==> config.mk <==
export PLATFORM = sky130hd
export DESIGN_NAME = json_string_unescape_utf8_core_flat
export DESIGN_NICKNAME = d
export VERILOG_FILES = /design/src/rtl/core/jsu_pkg.sv /design/src/rtl/core/jsu_in_if.sv /design/src/rtl/core/jsu_out_if.sv /design/src/rtl/core/jsu_decode.sv /design/src/rtl/core/jsu_emit.sv /design/src/rtl/core/json_string_unescape_utf8_core.sv /design/src/flat_wrapper.sv
export SDC_FILE = /design/constraint.sdc
export NUM_CORES = 1
export LEC_CHECK = 0
export BUFFER_PORTS_ARGS = -buffer_cell sky130_fd_sc_hd__buf_4
export CAP_MARGIN = 20
export CORE_ASPECT_RATIO = 0.6
export CORE_MARGIN = 2
export CORE_UTILIZATION = 60
export CTS_CLUSTER_DIAMETER = 100
export CTS_CLUSTER_SIZE = 8
export DETAILED_ROUTE_END_ITERATION = 8
export GPL_TIMING_DRIVEN = 0
export PLACE_DENSITY = 0.79
export REMOVE_ABC_BUFFERS = 1
export SLEW_MARGIN = 15
export SYNTH_ARGS = -nofsm -noshare
export SYNTH_HDL_FRONTEND = slang
export SYNTH_SLANG_ARGS = --single-unit
==> constraint.sdc <==
create_clock -name i_clk -period 11.8 [get_ports i_clk]
set_input_delay 2.36 -clock i_clk [delete_from_list [all_inputs] [get_ports i_clk]]
set_output_delay 2.36 -clock i_clk [all_outputs]
set_load 0.01 [all_outputs]
==> src/rtl/core/jsu_pkg.sv <==
`timescale 1ns / 1ps

package jsu_pkg;

    localparam int RES_MAX = 4;

    typedef enum logic [1:0] {
        ST_BYTE  = 2'd0,
        ST_QUOTE = 2'd1,
        ST_ERROR = 2'd2
    } t_status;

    typedef enum logic [3:0] {
        ERR_NONE       = 4'd0,
        ERR_CTRL       = 4'd1,
        ERR_ESCAPE     = 4'd2,
        ERR_CUT_ESCAPE = 4'd3,
        ERR_NON_HEX    = 4'd4,
        ERR_CUT_HEX    = 4'd5,
        ERR_LONE_HIGH  = 4'd6,
        ERR_BAD_LOW    = 4'd7,
        ERR_LONE_LOW   = 4'd8,
        ERR_BAD_LEAD   = 4'd9,
        ERR_CUT_UTF8   = 4'd10,
        ERR_BAD_CONT   = 4'd11,
        ERR_NON_CANON  = 4'd12,
        ERR_UNTERM     = 4'd13
    } t_err;

    // Results of one item: cnt results, data[0] goes out first.
    typedef struct packed {
        logic [2:0]                 cnt;
        logic [RES_MAX-1:0][7:0]    data;
        t_status                    status;
        t_err                       err;
    } t_bundle;

endpackage

==> src/rtl/core/jsu_in_if.sv <==
`timescale 1ns / 1ps

interface jsu_in_if;
    logic       valid;
    logic       ready;
    logic [7:0] text_byte;
    logic       string_start;
    logic       text_ended;

    modport source (output valid, output text_byte, output string_start,
                    output text_ended, input ready);
    modport sink   (input valid, input text_byte, input string_start,
                    input text_ended, output ready);
endinterface

==> src/rtl/core/jsu_out_if.sv <==
`timescale 1ns / 1ps

interface jsu_out_if;
    logic       valid;
    logic       ready;
    logic [7:0] decoded_byte;
    logic [1:0] status;
    logic [3:0] err_code;
    logic       last;

    modport source (output valid, output decoded_byte, output status,
                    output err_code, output last, input ready);
    modport sink   (input valid, input decoded_byte, input status,
                    input err_code, input last, output ready);
endinterface

==> src/rtl/core/jsu_decode.sv <==
`timescale 1ns / 1ps

module jsu_decode (
    input  logic             i_clk,
    input  logic             i_rst_n,
    input  logic             i_step,
    input  logic [7:0]       i_text_byte,
    input  logic             i_string_start,
    input  logic             i_text_ended,
    output jsu_pkg::t_bundle o_bundle
);
    import jsu_pkg::*;

    localparam logic [7:0] CH_QUOTE  = 8'h22;
    localparam logic [7:0] CH_BSLASH = 8'h5c;
    localparam logic [7:0] CH_SLASH  = 8'h2f;
    localparam logic [7:0] CH_B      = 8'h62;
    localparam logic [7:0] CH_F      = 8'h66;
    localparam logic [7:0] CH_N      = 8'h6e;
    localparam logic [7:0] CH_R      = 8'h72;
    localparam logic [7:0] CH_T      = 8'h74;
    localparam logic [7:0] CH_U      = 8'h75;

    localparam logic [20:0] HI_MIN   = 21'h00d800;
    localparam logic [20:0] HI_MAX   = 21'h00dbff;
    localparam logic [20:0] LO_MIN   = 21'h00dc00;
    localparam logic [20:0] LO_MAX   = 21'h00dfff;
    localparam logic [20:0] CP_MAX   = 21'h10ffff;
    localparam logic [20:0] PLANE1   = 21'h010000;

    typedef enum logic [2:0] {
        PH_IDLE, PH_TEXT, PH_ESC, PH_HEX_FIRST,
        PH_WANT_BS, PH_WANT_U, PH_HEX_SECOND, PH_RAW
    } t_phase;

    t_phase      r_phase, n_phase, w_phase;
    logic [1:0]  r_hex_cnt, n_hex_cnt, w_hex_cnt;
    logic [20:0] r_acc, n_acc, w_acc;
    logic [9:0]  r_high, n_high, w_high;
    logic [1:0]  r_left, n_left, w_left;
    logic [2:0]  r_len, n_len, w_len;

    logic        w_hex_ok;
    logic [3:0]  w_hex_val;
    logic [20:0] w_acc_hex;
    logic [20:0] w_acc_raw;
    logic [1:0]  w_left_dec;
    logic [20:0] w_min;
    logic [20:0] w_pair;
    logic        w_emit;
    logic [20:0] w_cp;
    t_bundle     w_res;

    function automatic t_bundle fail_res(input t_err err);
        t_bundle b;
        b        = '0;
        b.cnt    = 3'd1;
        b.status = ST_ERROR;
        b.err    = err;
        return b;
    endfunction

    function automatic t_bundle encode_cp(input logic [20:0] cp);
        t_bundle b;
        b        = '0;
        b.status = ST_BYTE;
        b.err    = ERR_NONE;
        if (cp <= 21'h7f) begin
            b.cnt     = 3'd1;
            b.data[0] = cp[7:0];
        end else if (cp <= 21'h7ff) begin
            b.cnt     = 3'd2;
            b.data[0] = {3'b110, cp[10:6]};
            b.data[1] = {2'b10, cp[5:0]};
        end else if (cp <= 21'hffff) begin
            b.cnt     = 3'd3;
            b.data[0] = {4'b1110, cp[15:12]};
            b.data[1] = {2'b10, cp[11:6]};
            b.data[2] = {2'b10, cp[5:0]};
        end else begin
            b.cnt     = 3'd4;
            b.data[0] = {5'b11110, cp[20:18]};
            b.data[1] = {2'b10, cp[17:12]};
            b.data[2] = {2'b10, cp[11:6]};
            b.data[3] = {2'b10, cp[5:0]};
        end
        return b;
    endfunction

    // A start clears the decoder before this item is looked at.
    always_comb begin
        if (i_string_start) begin
            w_phase   = PH_TEXT;
            w_hex_cnt = '0;
            w_acc     = '0;
            w_high    = '0;
            w_left    = '0;
            w_len     = '0;
        end else begin
            w_phase   = r_phase;
            w_hex_cnt = r_hex_cnt;
            w_acc     = r_acc;
            w_high    = r_high;
            w_left    = r_left;
            w_len     = r_len;
        end
    end

    always_comb begin
        w_hex_ok  = 1'b1;
        w_hex_val = i_text_byte[3:0];
        if (i_text_byte >= 8'h30 && i_text_byte <= 8'h39) begin
            w_hex_val = i_text_byte[3:0];
        end else if ((i_text_byte >= 8'h61 && i_text_byte <= 8'h66) ||
                     (i_text_byte >= 8'h41 && i_text_byte <= 8'h46)) begin
            w_hex_val = i_text_byte[3:0] + 4'd9;
        end else begin
            w_hex_ok  = 1'b0;
        end
    end

    assign w_acc_hex  = {w_acc[16:0], w_hex_val};
    assign w_acc_raw  = {w_acc[14:0], i_text_byte[5:0]};
    assign w_left_dec = w_left - 2'd1;
    assign w_min      = (w_len == 3'd2) ? 21'h80 : (w_len == 3'd3) ? 21'h800 : PLANE1;
    assign w_pair     = PLANE1 + {1'b0, w_high, w_acc_hex[9:0]};

    always_comb begin
        n_phase   = w_phase;
        n_hex_cnt = w_hex_cnt;
        n_acc     = w_acc;
        n_high    = w_high;
        n_left    = w_left;
        n_len     = w_len;
        w_emit    = 1'b0;
        w_cp      = '0;
        w_res     = '0;
        if (w_phase != PH_IDLE) begin
            if (i_text_ended) begin
                n_phase = PH_IDLE;
                unique case (w_phase)
                    PH_ESC:                     w_res = fail_res(ERR_CUT_ESCAPE);
                    PH_HEX_FIRST, PH_HEX_SECOND: w_res = fail_res(ERR_CUT_HEX);
                    PH_WANT_BS, PH_WANT_U:      w_res = fail_res(ERR_LONE_HIGH);
                    PH_RAW:                     w_res = fail_res(ERR_CUT_UTF8);
                    PH_IDLE, PH_TEXT:           w_res = fail_res(ERR_UNTERM);
                endcase
            end else begin
                unique case (w_phase)
                    PH_ESC: begin
                        n_phase = PH_TEXT;
                        unique case (i_text_byte)
                            CH_QUOTE, CH_BSLASH, CH_SLASH: begin
                                w_emit = 1'b1;
                                w_cp   = {13'd0, i_text_byte};
                            end
                            CH_B: begin w_emit = 1'b1; w_cp = 21'h08; end
                            CH_F: begin w_emit = 1'b1; w_cp = 21'h0c; end
                            CH_N: begin w_emit = 1'b1; w_cp = 21'h0a; end
                            CH_R: begin w_emit = 1'b1; w_cp = 21'h0d; end
                            CH_T: begin w_emit = 1'b1; w_cp = 21'h09; end
                            CH_U: begin
                                n_phase   = PH_HEX_FIRST;
                                n_hex_cnt = '0;
                                n_acc     = '0;
                            end
                            default: begin
                                n_phase = PH_IDLE;
                                w_res   = fail_res(ERR_ESCAPE);
                            end
                        endcase
                    end
                    PH_HEX_FIRST, PH_HEX_SECOND: begin
                        if (!w_hex_ok) begin
                            n_phase = PH_IDLE;
                            w_res   = fail_res(ERR_NON_HEX);
                        end else begin
                            n_acc = w_acc_hex;
                            if (w_hex_cnt == 2'd3) begin
                                n_hex_cnt = '0;
                                if (w_phase == PH_HEX_FIRST) begin
                                    if (w_acc_hex >= HI_MIN && w_acc_hex <= HI_MAX) begin
                                        n_high  = w_acc_hex[9:0];
                                        n_phase = PH_WANT_BS;
                                    end else if (w_acc_hex >= LO_MIN &&
                                                 w_acc_hex <= LO_MAX) begin
                                        n_phase = PH_IDLE;
                                        w_res   = fail_res(ERR_LONE_LOW);
                                    end else begin
                                        w_emit  = 1'b1;
                                        w_cp    = w_acc_hex;
                                        n_phase = PH_TEXT;
                                    end
                                end else if (w_acc_hex < LO_MIN || w_acc_hex > LO_MAX) begin
                                    n_phase = PH_IDLE;
                                    w_res   = fail_res(ERR_BAD_LOW);
                                end else begin
                                    w_emit  = 1'b1;
                                    w_cp    = w_pair;
                                    n_phase = PH_TEXT;
                                end
                            end else begin
                                n_hex_cnt = w_hex_cnt + 2'd1;
                            end
                        end
                    end
                    PH_WANT_BS: begin
                        if (i_text_byte == CH_BSLASH) begin
                            n_phase = PH_WANT_U;
                        end else begin
                            n_phase = PH_IDLE;
                            w_res   = fail_res(ERR_LONE_HIGH);
                        end
                    end
                    PH_WANT_U: begin
                        if (i_text_byte == CH_U) begin
                            n_phase   = PH_HEX_SECOND;
                            n_hex_cnt = '0;
                            n_acc     = '0;
                        end else begin
                            n_phase = PH_IDLE;
                            w_res   = fail_res(ERR_LONE_HIGH);
                        end
                    end
                    PH_RAW: begin
                        if (i_text_byte[7:6] != 2'b10) begin
                            n_phase = PH_IDLE;
                            w_res   = fail_res(ERR_BAD_CONT);
                        end else begin
                            n_acc  = w_acc_raw;
                            n_left = w_left_dec;
                            if (w_left_dec == 2'd0) begin
                                if (w_acc_raw < w_min || w_acc_raw > CP_MAX ||
                                    (w_acc_raw >= HI_MIN && w_acc_raw <= LO_MAX)) begin
                                    n_phase = PH_IDLE;
                                    w_res   = fail_res(ERR_NON_CANON);
                                end else begin
                                    w_emit  = 1'b1;
                                    w_cp    = w_acc_raw;
                                    n_phase = PH_TEXT;
                                end
                            end
                        end
                    end
                    PH_IDLE, PH_TEXT: begin
                        n_phase = PH_TEXT;
                        if (i_text_byte == CH_QUOTE) begin
                            n_phase      = PH_IDLE;
                            w_res        = '0;
                            w_res.cnt    = 3'd1;
                            w_res.status = ST_QUOTE;
                            w_res.err    = ERR_NONE;
                        end else if (i_text_byte < 8'h20) begin
                            n_phase = PH_IDLE;
                            w_res   = fail_res(ERR_CTRL);
                        end else if (i_text_byte == CH_BSLASH) begin
                            n_phase = PH_ESC;
                        end else if (i_text_byte < 8'h80) begin
                            w_emit = 1'b1;
                            w_cp   = {13'd0, i_text_byte};
                        end else if (i_text_byte >= 8'hc2 && i_text_byte <= 8'hdf) begin
                            n_acc   = {16'd0, i_text_byte[4:0]};
                            n_len   = 3'd2;
                            n_left  = 2'd1;
                            n_phase = PH_RAW;
                        end else if (i_text_byte >= 8'he0 && i_text_byte <= 8'hef) begin
                            n_acc   = {17'd0, i_text_byte[3:0]};
                            n_len   = 3'd3;
                            n_left  = 2'd2;
                            n_phase = PH_RAW;
                        end else if (i_text_byte >= 8'hf0 && i_text_byte <= 8'hf4) begin
                            n_acc   = {18'd0, i_text_byte[2:0]};
                            n_len   = 3'd4;
                            n_left  = 2'd3;
                            n_phase = PH_RAW;
                        end else begin
                            n_phase = PH_IDLE;
                            w_res   = fail_res(ERR_BAD_LEAD);
                        end
                    end
                endcase
            end
        end
        if (w_emit) begin
            w_res = encode_cp(w_cp);
        end
    end

    assign o_bundle = w_res;

    always_ff @(posedge i_clk) begin
        if (!i_rst_n) begin
            r_phase   <= PH_IDLE;
            r_hex_cnt <= '0;
            r_acc     <= '0;
            r_high    <= '0;
            r_left    <= '0;
            r_len     <= '0;
        end else if (i_step) begin
            r_phase   <= n_phase;
            r_hex_cnt <= n_hex_cnt;
            r_acc     <= n_acc;
            r_high    <= n_high;
            r_left    <= n_left;
            r_len     <= n_len;
        end
    end

endmodule

==> src/rtl/core/jsu_emit.sv <==
`timescale 1ns / 1ps

module jsu_emit (
    input  logic             i_clk,
    input  logic             i_rst_n,
    input  logic             i_load,
    input  jsu_pkg::t_bundle i_bundle,
    output logic             o_free,
    jsu_out_if.source        o_out
);
    import jsu_pkg::*;

    logic [2:0]              r_cnt;
    logic [RES_MAX-1:0][7:0] r_data;
    t_status                 r_status;
    t_err                    r_err;
    logic                    w_take;
    logic                    w_fill;

    assign w_take = (r_cnt != 3'd0) && o_out.ready;
    assign w_fill = i_load && (i_bundle.cnt != 3'd0);
    // Free when empty or when the final result of the held item leaves now.
    assign o_free = (r_cnt == 3'd0) || ((r_cnt == 3'd1) && o_out.ready);

    always_ff @(posedge i_clk) begin
        if (!i_rst_n) begin
            r_cnt <= '0;
        end else if (w_fill) begin
            r_cnt <= i_bundle.cnt;
        end else if (w_take) begin
            r_cnt <= r_cnt - 3'd1;
        end
    end

    always_ff @(posedge i_clk) begin
        if (w_fill) begin
            r_data   <= i_bundle.data;
            r_status <= i_bundle.status;
            r_err    <= i_bundle.err;
        end else if (w_take) begin
            r_data   <= r_data >> 8;
        end
    end

    assign o_out.valid        = (r_cnt != 3'd0);
    assign o_out.decoded_byte = r_data[0];
    assign o_out.status       = r_status;
    assign o_out.err_code     = r_err;
    assign o_out.last         = (r_cnt == 3'd1);

endmodule

==> src/rtl/core/json_string_unescape_utf8_core.sv <==
`timescale 1ns / 1ps

// JSON string body decoder. Feed the bytes after an opening quote on i_in,
// with string_start set on the first item of each string; text_ended marks
// the end of the available text and carries no byte. o_out gives decoded
// UTF-8 bytes (status 0), then either the closing quote (status 1) or one
// error (status 2 with err_code). last marks the final result of an item.
// After a quote or an error the decoder ignores items until the next start.
// Both channels use valid/ready; an item moves when both are high.
// The first result of an item passes the input register, then the result
// register; the item waits while the result register is not yet free.
// Throughput: one item per cycle while each item gives at most one result
// and the receiver is ready; an item with several results (up to four for
// a code point) holds the result register until all have left, so output
// bandwidth of one result per cycle is the limit. The input register
// still takes one more item during that time.
// Reset clears the decoder to idle and empties both registers. If the
// receiver stalls, the current result holds and i_in.ready drops once the
// input register is also full.
module json_string_unescape_utf8_core (
    input  logic      i_clk,
    input  logic      i_rst_n,
    jsu_in_if.sink    i_in,
    jsu_out_if.source o_out
);
    import jsu_pkg::*;

    logic       r_in_valid;
    logic [7:0] r_text_byte;
    logic       r_string_start;
    logic       r_text_ended;
    logic       w_free;
    logic       w_adv;
    t_bundle    w_bundle;

    assign w_adv      = r_in_valid && w_free;
    assign i_in.ready = !r_in_valid || w_adv;

    always_ff @(posedge i_clk) begin
        if (!i_rst_n) begin
            r_in_valid <= 1'b0;
        end else if (i_in.ready) begin
            r_in_valid <= i_in.valid;
        end
    end

    always_ff @(posedge i_clk) begin
        if (i_in.valid && i_in.ready) begin
            r_text_byte    <= i_in.text_byte;
            r_string_start <= i_in.string_start;
            r_text_ended   <= i_in.text_ended;
        end
    end

    jsu_decode u_decode (
        .i_clk          (i_clk),
        .i_rst_n        (i_rst_n),
        .i_step         (w_adv),
        .i_text_byte    (r_text_byte),
        .i_string_start (r_string_start),
        .i_text_ended   (r_text_ended),
        .o_bundle       (w_bundle)
    );

    jsu_emit u_emit (
        .i_clk    (i_clk),
        .i_rst_n  (i_rst_n),
        .i_load   (w_adv),
        .i_bundle (w_bundle),
        .o_free   (w_free),
        .o_out    (o_out)
    );

endmodule

==> src/flat_wrapper.sv <==
// flat-port wrapper written by rule: the top's interface ports become plain ports
module json_string_unescape_utf8_core_flat import jsu_pkg::*;
  (i_clk, i_rst_n, i_in_valid, i_in_text_byte, i_in_string_start, i_in_text_ended, i_in_ready, o_out_valid, o_out_decoded_byte, o_out_status, o_out_err_code, o_out_last, o_out_ready);
  jsu_in_if i_in_i ();
  jsu_out_if o_out_i ();
  input  logic i_clk;
  input  logic i_rst_n;
  input wire logic [$bits(i_in_i.valid)-1:0] i_in_valid;
  input wire logic [$bits(i_in_i.text_byte)-1:0] i_in_text_byte;
  input wire logic [$bits(i_in_i.string_start)-1:0] i_in_string_start;
  input wire logic [$bits(i_in_i.text_ended)-1:0] i_in_text_ended;
  output wire logic [$bits(i_in_i.ready)-1:0] i_in_ready;
  output wire logic [$bits(o_out_i.valid)-1:0] o_out_valid;
  output wire logic [$bits(o_out_i.decoded_byte)-1:0] o_out_decoded_byte;
  output wire logic [$bits(o_out_i.status)-1:0] o_out_status;
  output wire logic [$bits(o_out_i.err_code)-1:0] o_out_err_code;
  output wire logic [$bits(o_out_i.last)-1:0] o_out_last;
  input wire logic [$bits(o_out_i.ready)-1:0] o_out_ready;
  assign i_in_i.valid = i_in_valid;
  assign i_in_i.text_byte = i_in_text_byte;
  assign i_in_i.string_start = i_in_string_start;
  assign i_in_i.text_ended = i_in_text_ended;
  assign i_in_ready = i_in_i.ready;
  assign o_out_valid = o_out_i.valid;
  assign o_out_decoded_byte = o_out_i.decoded_byte;
  assign o_out_status = o_out_i.status;
  assign o_out_err_code = o_out_i.err_code;
  assign o_out_last = o_out_i.last;
  assign o_out_i.ready = o_out_ready;
  json_string_unescape_utf8_core u_core (.i_clk(i_clk), .i_rst_n(i_rst_n), .i_in(i_in_i), .o_out(o_out_i));
endmodule
# Yosys cells after proc, flatten, opt, wreduce, memory -nomap -nowiden
# Memories as Yosys holds them, arrays and structs flattened.
# Index checks and enable logic that the tools add are counted.
# W data, S select, Z words.
[op_classes] order_cmp=27 mux=151 bitwise_logic=1 eq_ne=21 n_addsub=5 n_reduce_logical=35
[op_table] operator="$mux W39" count=16
[op_table] operator="$mux W21" count=24
[op_table] operator="$mux W41" count=6
[op_table] operator="$pmux W41 S6" count=1
[op_table] operator="$pmux W21 S4" count=2
[op_table] operator="$mux W3" count=34
[op_table] operator="$le A21 B16 Y1 const B" count=4
[op_table] operator="$mux W10" count=8
[op_table] operator="$mux W32" count=2
[op_table] operator="$ge A21 B16 Y1 const B" count=3
[op_table] operator="$eq A8 B7 Y1 const B" count=7
[op_table] operator="$mux W8" count=6
[op_table] operator="$pmux W8 S6" count=1
[op_table] operator="$mux W17" count=2
[op_table] operator="$mux W2" count=17
[op_table] operator="$mux W16" count=2
[op_table] operator="$ge A8 B8 Y1 const B" count=3
[op_table] operator="$le A8 B8 Y1 const B" count=3
[op_table] operator="$mux W24" count=1
[op_table] operator="$mux W22" count=1
[op_table] operator="$add A17 B20 Y21 const A" count=1
[op_table] operator="$gt A21 B16 Y1 const B" count=1
[op_table] operator="$gt A21 B21 Y1 const B" count=1
[op_table] operator="$le A21 B11 Y1 const B" count=1
[op_table] operator="36 further kinds" count=93
[word_totals] register_bits=93 memories=1 out_inout_bits=17 mem_bits_ro=32 inputBits=14
[memory_table] memory="(name not given)" words=8 word_bits=4 rd=1 rd_clocked_by_memory_dff=0 wr=0 line="jsu_decode.sv:141" source="unique case (w_phase)"

# Depth between registers and ports, before layout
[depth] depth_word=23 mapped_depth=19 depth_no_buf=13

# Hierarchy
# From an unflattened synthesis, not the netlist that was laid out.
[unflattened] cells_unflattened=861 hier_area_um2=6676.4
[by_module_without_submodules] mod="jsu_decode" cells_each=683 n_inst=1 area_per_inst_um2=4513.1
[by_module_without_submodules] mod="jsu_emit" cells_each=162 n_inst=1 area_per_inst_um2=1798.0
[by_module_without_submodules] mod="json_string_unescape_utf8_core" cells_each=16 n_inst=1 area_per_inst_um2=365.4

# Least setup slack after synthesis
# No wires, ideal clock.
[synth_path] path_type="input port to output port" from="in o_out_ready" to="out i_in_ready" path_buffers=0 t_arrival_ns=2.778 stages=2 t_required_ns=9.440 setup_slack_ns=6.662 path_cell_list="a21boi_0 -> nand2_1"
[synth_between] elab_chain_cells=4
[synth_rtl] item="start, declared" line="flat_wrapper.sv:18" source="input wire logic [$bits(o_out_i.ready)-1:0] o_out_ready;"
[synth_rtl] item="$logic_and A1 B1 Y1" line="jsu_emit.sv:23" source="assign o_free = (r_cnt == 3'd0) || ((r_cnt == 3'd1) && o_out.ready);"
[synth_rtl] item="$logic_or A1 B1 Y1" line="jsu_emit.sv:23"
[synth_rtl] item="$logic_and A1 B1 Y1" line="json_string_unescape_utf8_core.sv:36" source="assign w_adv = r_in_valid && w_free;"
[synth_rtl] item="$logic_or A1 B1 Y1" line="json_string_unescape_utf8_core.sv:37" source="assign i_in.ready = !r_in_valid || w_adv;"
[synth_rtl] item="end, declared" line="flat_wrapper.sv:12" source="output wire logic [$bits(i_in_i.ready)-1:0] i_in_ready;"
# Every way passes these cells.

# Final worst setup path
[layout_path] from="reg u_core.r_string_start" to="reg u_core.u_emit.r_cnt[2]"
[layout_between] elab_chain_cells=21 word_cells_on_any_way=88 classes_between="2 x add/sub; 13 x order compare; 10 x eq/ne; 49 x mux; 14 x reduce/logical"
[layout_rtl] item="start, declared" line="json_string_unescape_utf8_core.sv:30" source="logic r_string_start;"
[layout_rtl] item="start signal, assigned" line="json_string_unescape_utf8_core.sv:50" source="r_string_start <= i_in.string_start;"
[layout_rtl] item="$mux W3" line="jsu_decode.sv:92" source="if (i_string_start) begin"
[layout_rtl] item="$eq A3 B2 Y1" line="jsu_decode.sv:125" source="assign w_min = (w_len == 3'd2) ? 21'h80 : (w_len == 3'd3) ? 21'h800 : PLANE1;"
[layout_rtl] item="$mux W17 (2 in series)" line="jsu_decode.sv:125"
[layout_rtl] item="$lt A21 B17 Y1" line="jsu_decode.sv:233" source="if (w_acc_raw < w_min || w_acc_raw > CP_MAX ||"
[layout_rtl] item="$logic_or A1 B1 Y1 (2 in series)" line="jsu_decode.sv:233"
[layout_rtl] item="$mux W21" line="jsu_decode.sv:233"
[layout_rtl] item="$mux W21" line="jsu_decode.sv:232" source="if (w_left_dec == 2'd0) begin"
[layout_rtl] item="$mux W21" line="jsu_decode.sv:226" source="if (i_text_byte[7:6] != 2'b10) begin"
[layout_rtl] item="[... 3 more ...]"
[layout_rtl] item="$le A21 B16 Y1" line="jsu_decode.sv:75" source="end else if (cp <= 21'hffff) begin"
[layout_rtl] item="$mux W3" line="jsu_decode.sv:75"
[layout_rtl] item="$mux W3" line="jsu_decode.sv:71" source="end else if (cp <= 21'h7ff) begin"
[layout_rtl] item="$mux W3" line="jsu_decode.sv:68" source="if (cp <= 21'h7f) begin"
[layout_rtl] item="$mux W41 (*)" line="jsu_decode.sv:284" source="if (w_emit) begin"
[layout_rtl] item="$reduce_bool A3 Y1" line="jsu_emit.sv:21" source="assign w_fill = i_load && (i_bundle.cnt != 3'd0);"
[layout_rtl] item="$logic_and A1 B1 Y1" line="jsu_emit.sv:21"
[layout_rtl] item="$mux W3 or $reduce_bool A2 Y1 (tied branches)"
[layout_rtl] item="end signal, assigned" line="jsu_emit.sv:29" source="r_cnt <= i_bundle.cnt;"
[layout_rtl] item="end signal, assigned" line="jsu_emit.sv:31" source="r_cnt <= r_cnt - 3'd1;"
[layout_rtl] item="end, declared" line="jsu_emit.sv:13" source="logic [2:0] r_cnt;"
# Every way passes the cells marked *; elsewhere a longest branch is shown, timed or not.
# A chain may end at the register's enable or synchronous reset.

==> run metrics <==
CTS Sinks 86; Post-Route WL between 20000 and 25000 microns; footprint of the multi-input gates approximately 4100 sq um; post-layout min period ~6 ns; CTS tree built; first-pass GRT wire length 36500 microns; DR vias/cell 7.43; DRC 0; Most used DFF post-synth edfxtp_1; CP max FO 31; slowest stage delay, CP just under 1 ns; asr flop ratio synth 0; Max-slew headroom 0.274; CTS resizes 0; post-synth top area share 0.201; worst-path cell chain buf_8 > buf_8 > inv_1 > nand2_1 > inv_1 > ha_1 > and2_0 > a221o_1 > and3_4 > a211oi_4 > nor2_1 > o311ai_4 > nand2_2 > o221a_1; row cnt 29; synth top area cells edfxtp_1, dfxtp_1, nor2_1, a21oi_1, nand2_1; Die Ht between 80 and 90 microns; count of max-cap constraint violations 0; DRT Pass-1 Iters 6; Final HPWL DP between 15000 and 20000 microns; Total Routing Usage GR 0.393; Peak supply drop 0.184 mV; slowest stage cell, crit path o311ai_4; I/O Buffers 30; Fin. Hold Viols 0; #FFs+latches synth between 80 and 90; vias in the first global route about 6400; # fillers 919; post-route ant nets 0; Die Width 141 microns; status completed; Mapped Avg Cell Area 7.94 sq um; root buffer cell clkbuf_16; Synth-to-Final Area Change 6.18%; Peak Freq approximately 0.16 GHz; Starting Density 0.627; Post-CTS Setup Bufs 0; clock slew at reported path FFs roughly 0.070 ns; EDFF count, synth 45; worst-margin pin slew 1.09 ns; WP data arrival about 6.3 ns; CORE AREA ~11000 sq um; max-slew violation count 0; largest net degree at the start of global routing 39; GPL Wtd Cong 1.03; # IOs 31; WS Path Type flop to flop; drt initial violations between 1000 and 1500; register area roughly 2200 sq um; setup total negative slack 0 ns; RSZ-0062 raised after global routing false; Req. time, crit path 12.03 ns; Vias 7167; leakage around 2.5 nW; cell area after synthesis about 6700 sq um; TritonCTS Buffers 9; yosys warns 0; Startpoint Class flop; Power Total 1.05 mW; nets 846; pwr/cell area 146 nW/um^2; Final Setup Violations 0; hold_buf cts 0; register area share after synthesis 0.322; layout cell share with drive strength beyond 1 0.104; Clock Latency Late Sink 0.34 ns; Max Buffers Root-to-Sink 2; number of antenna diodes 0; Netlist cell types 89; Die Area roughly 12000 sq um; Hold Path Class flop to flop; Post-Syn Instances 849; antenna violations before repair 0; total gr overflow 0; H-tree Lvls 3; leading area contributor after synthesis edfxtp_1; CP Capture Type flop; Clock Skew 0.00840 ns; drt wl/cell approximately 25 microns; period utilisation layout 0.517
==> layout make-up <==
class / instances / area share
clock buffers: 13 / 0.0395
well taps: 139 / 0.0243
clock inverters: 3 / 0.00332
repair buffers: 37 / 0.0413
inverters: 19 / 0.00997
multi-input cells: 667 / 0.578
flip-flops and latches: 86 / 0.304
==> power breakdown <==
| part | leakage [nW] | switching, mW | internal, mW | total (mW) |
|---|---|---|---|---|
| Clock | 0.151 | 0.124 | 0.170 | 0.293 |
| Sequential | 0.761 | 0.0449 | 0.399 | 0.444 |
| Combinational | 1.55 | 0.201 | 0.108 | 0.309 |
| Total | 2.46 | 0.369 | 0.677 | 1.05 |
==> final timing paths <==
check                                     from                            to  slack, ns  depth (start not counted)
setup / recovery         u_core.r_string_start        u_core.u_emit.r_cnt[2]       5.70                         14
hold / removal    u_core.u_decode.r_hex_cnt[0]  u_core.u_decode.r_hex_cnt[0]       0.50                          2
setup reg to reg         u_core.r_string_start        u_core.u_emit.r_cnt[2]       5.70                         14
hold reg to reg   u_core.u_decode.r_hex_cnt[0]  u_core.u_decode.r_hex_cnt[0]       0.50                          2
==> registers in the layout (all words and copies together), names as in the netlist, 3 cells and up <==
register,cells
u_core.u_emit.o_out.err_code,4
u_core.u_decode.r_phase,3
u_core.u_emit.o_out.decoded_byte,8
u_core.u_decode.r_acc,17
u_core.u_decode.r_high,10
u_core.u_decode.r_len,3
u_core.r_text_byte,8
u_core.u_emit.r_cnt,3
u_core.u_emit.r_data,21
==> routing by layer <==
metal / vias to the layer above / part of all wire / wire [microns] / track usage
met2: 598 / 0.39 / 9310 / 0.532
met1: 3378 / 0.41 / 9610 / 0.569
li1: 3136 / - / - / -
met5: - / 0 / 0 / 0
met4: 0 / 0.029 / 677 / 0.131
met3: 55 / 0.17 / 4040 / 0.153
==> through the flow <==
step / cells / cell area, sq um / util / hold WS [ns] / setup slack [ns]
final: 964 / 7150 / 0.666 / 0.505 / 5.70
after global routing: 964 / 7150 / 0.666 / 0.523 / 5.43
after CTS: 964 / 7150 / 0.666 / 0.497 / 5.85
after detailed placement: 948 / 6850 / 0.638 / 0.480 / 5.86
after global placement: 941 / 6770 / 0.630 / 0.459 / 5.24
after floorplan: 772 / 6370 / - / 0.446 / 6.66
==> cells in the mapped netlist (all sizes together) (20+ instances only) <==
cell	count
nand3	20
nor2b	23
buf	27
a21oi	62
a22oi	30
clkbuf	50
edfxtp	45
nor3	25
nor2	117
nand2	78
dfxtp	41
o21ai	56
==> worst max-delay path, delay by kind of cell, from the launching register on <==
family                   cells  cell delay [ns]
buffers and inverters        4             1.31
AO/OA/AOI/OAI                4             2.12
AND/OR/NAND/NOR              5             1.54
flip-flops                   1             0.68
adder cells (fa/ha/maj)      1             0.27
==> layout by cell type (no fill, tap or decap), drive strengths merged, types with 7 or more instances in the layout <==
cell type  instances
nor4              10
o211ai             7
a211oi            11
nor3              25
nor2             117
ha                12
o22ai              9
a21o               9
or2                8
nand3             20
dfxtp             41
a31oi             10
clkbuf            13
a32oi             14
inv               20
buf               37
and2               9
o21ai             56
a21oi             62
nand2             78
a22oi             30
nand2b            16
mux2i             11
and3               8
edfxtp            45
nand4              7
nor2b             23
==> logic make-up after synthesis <==
group,after synthesis,synth area share
buf+inv,96,0.0652
flops,86,0.322
compound gates,277,0.290
fa+ha+maj,12,0.0223
simple gates,356,0.269
xor+xnor,7,0.00910
mux,15,0.0230
(Power assumes the default switching activity.)
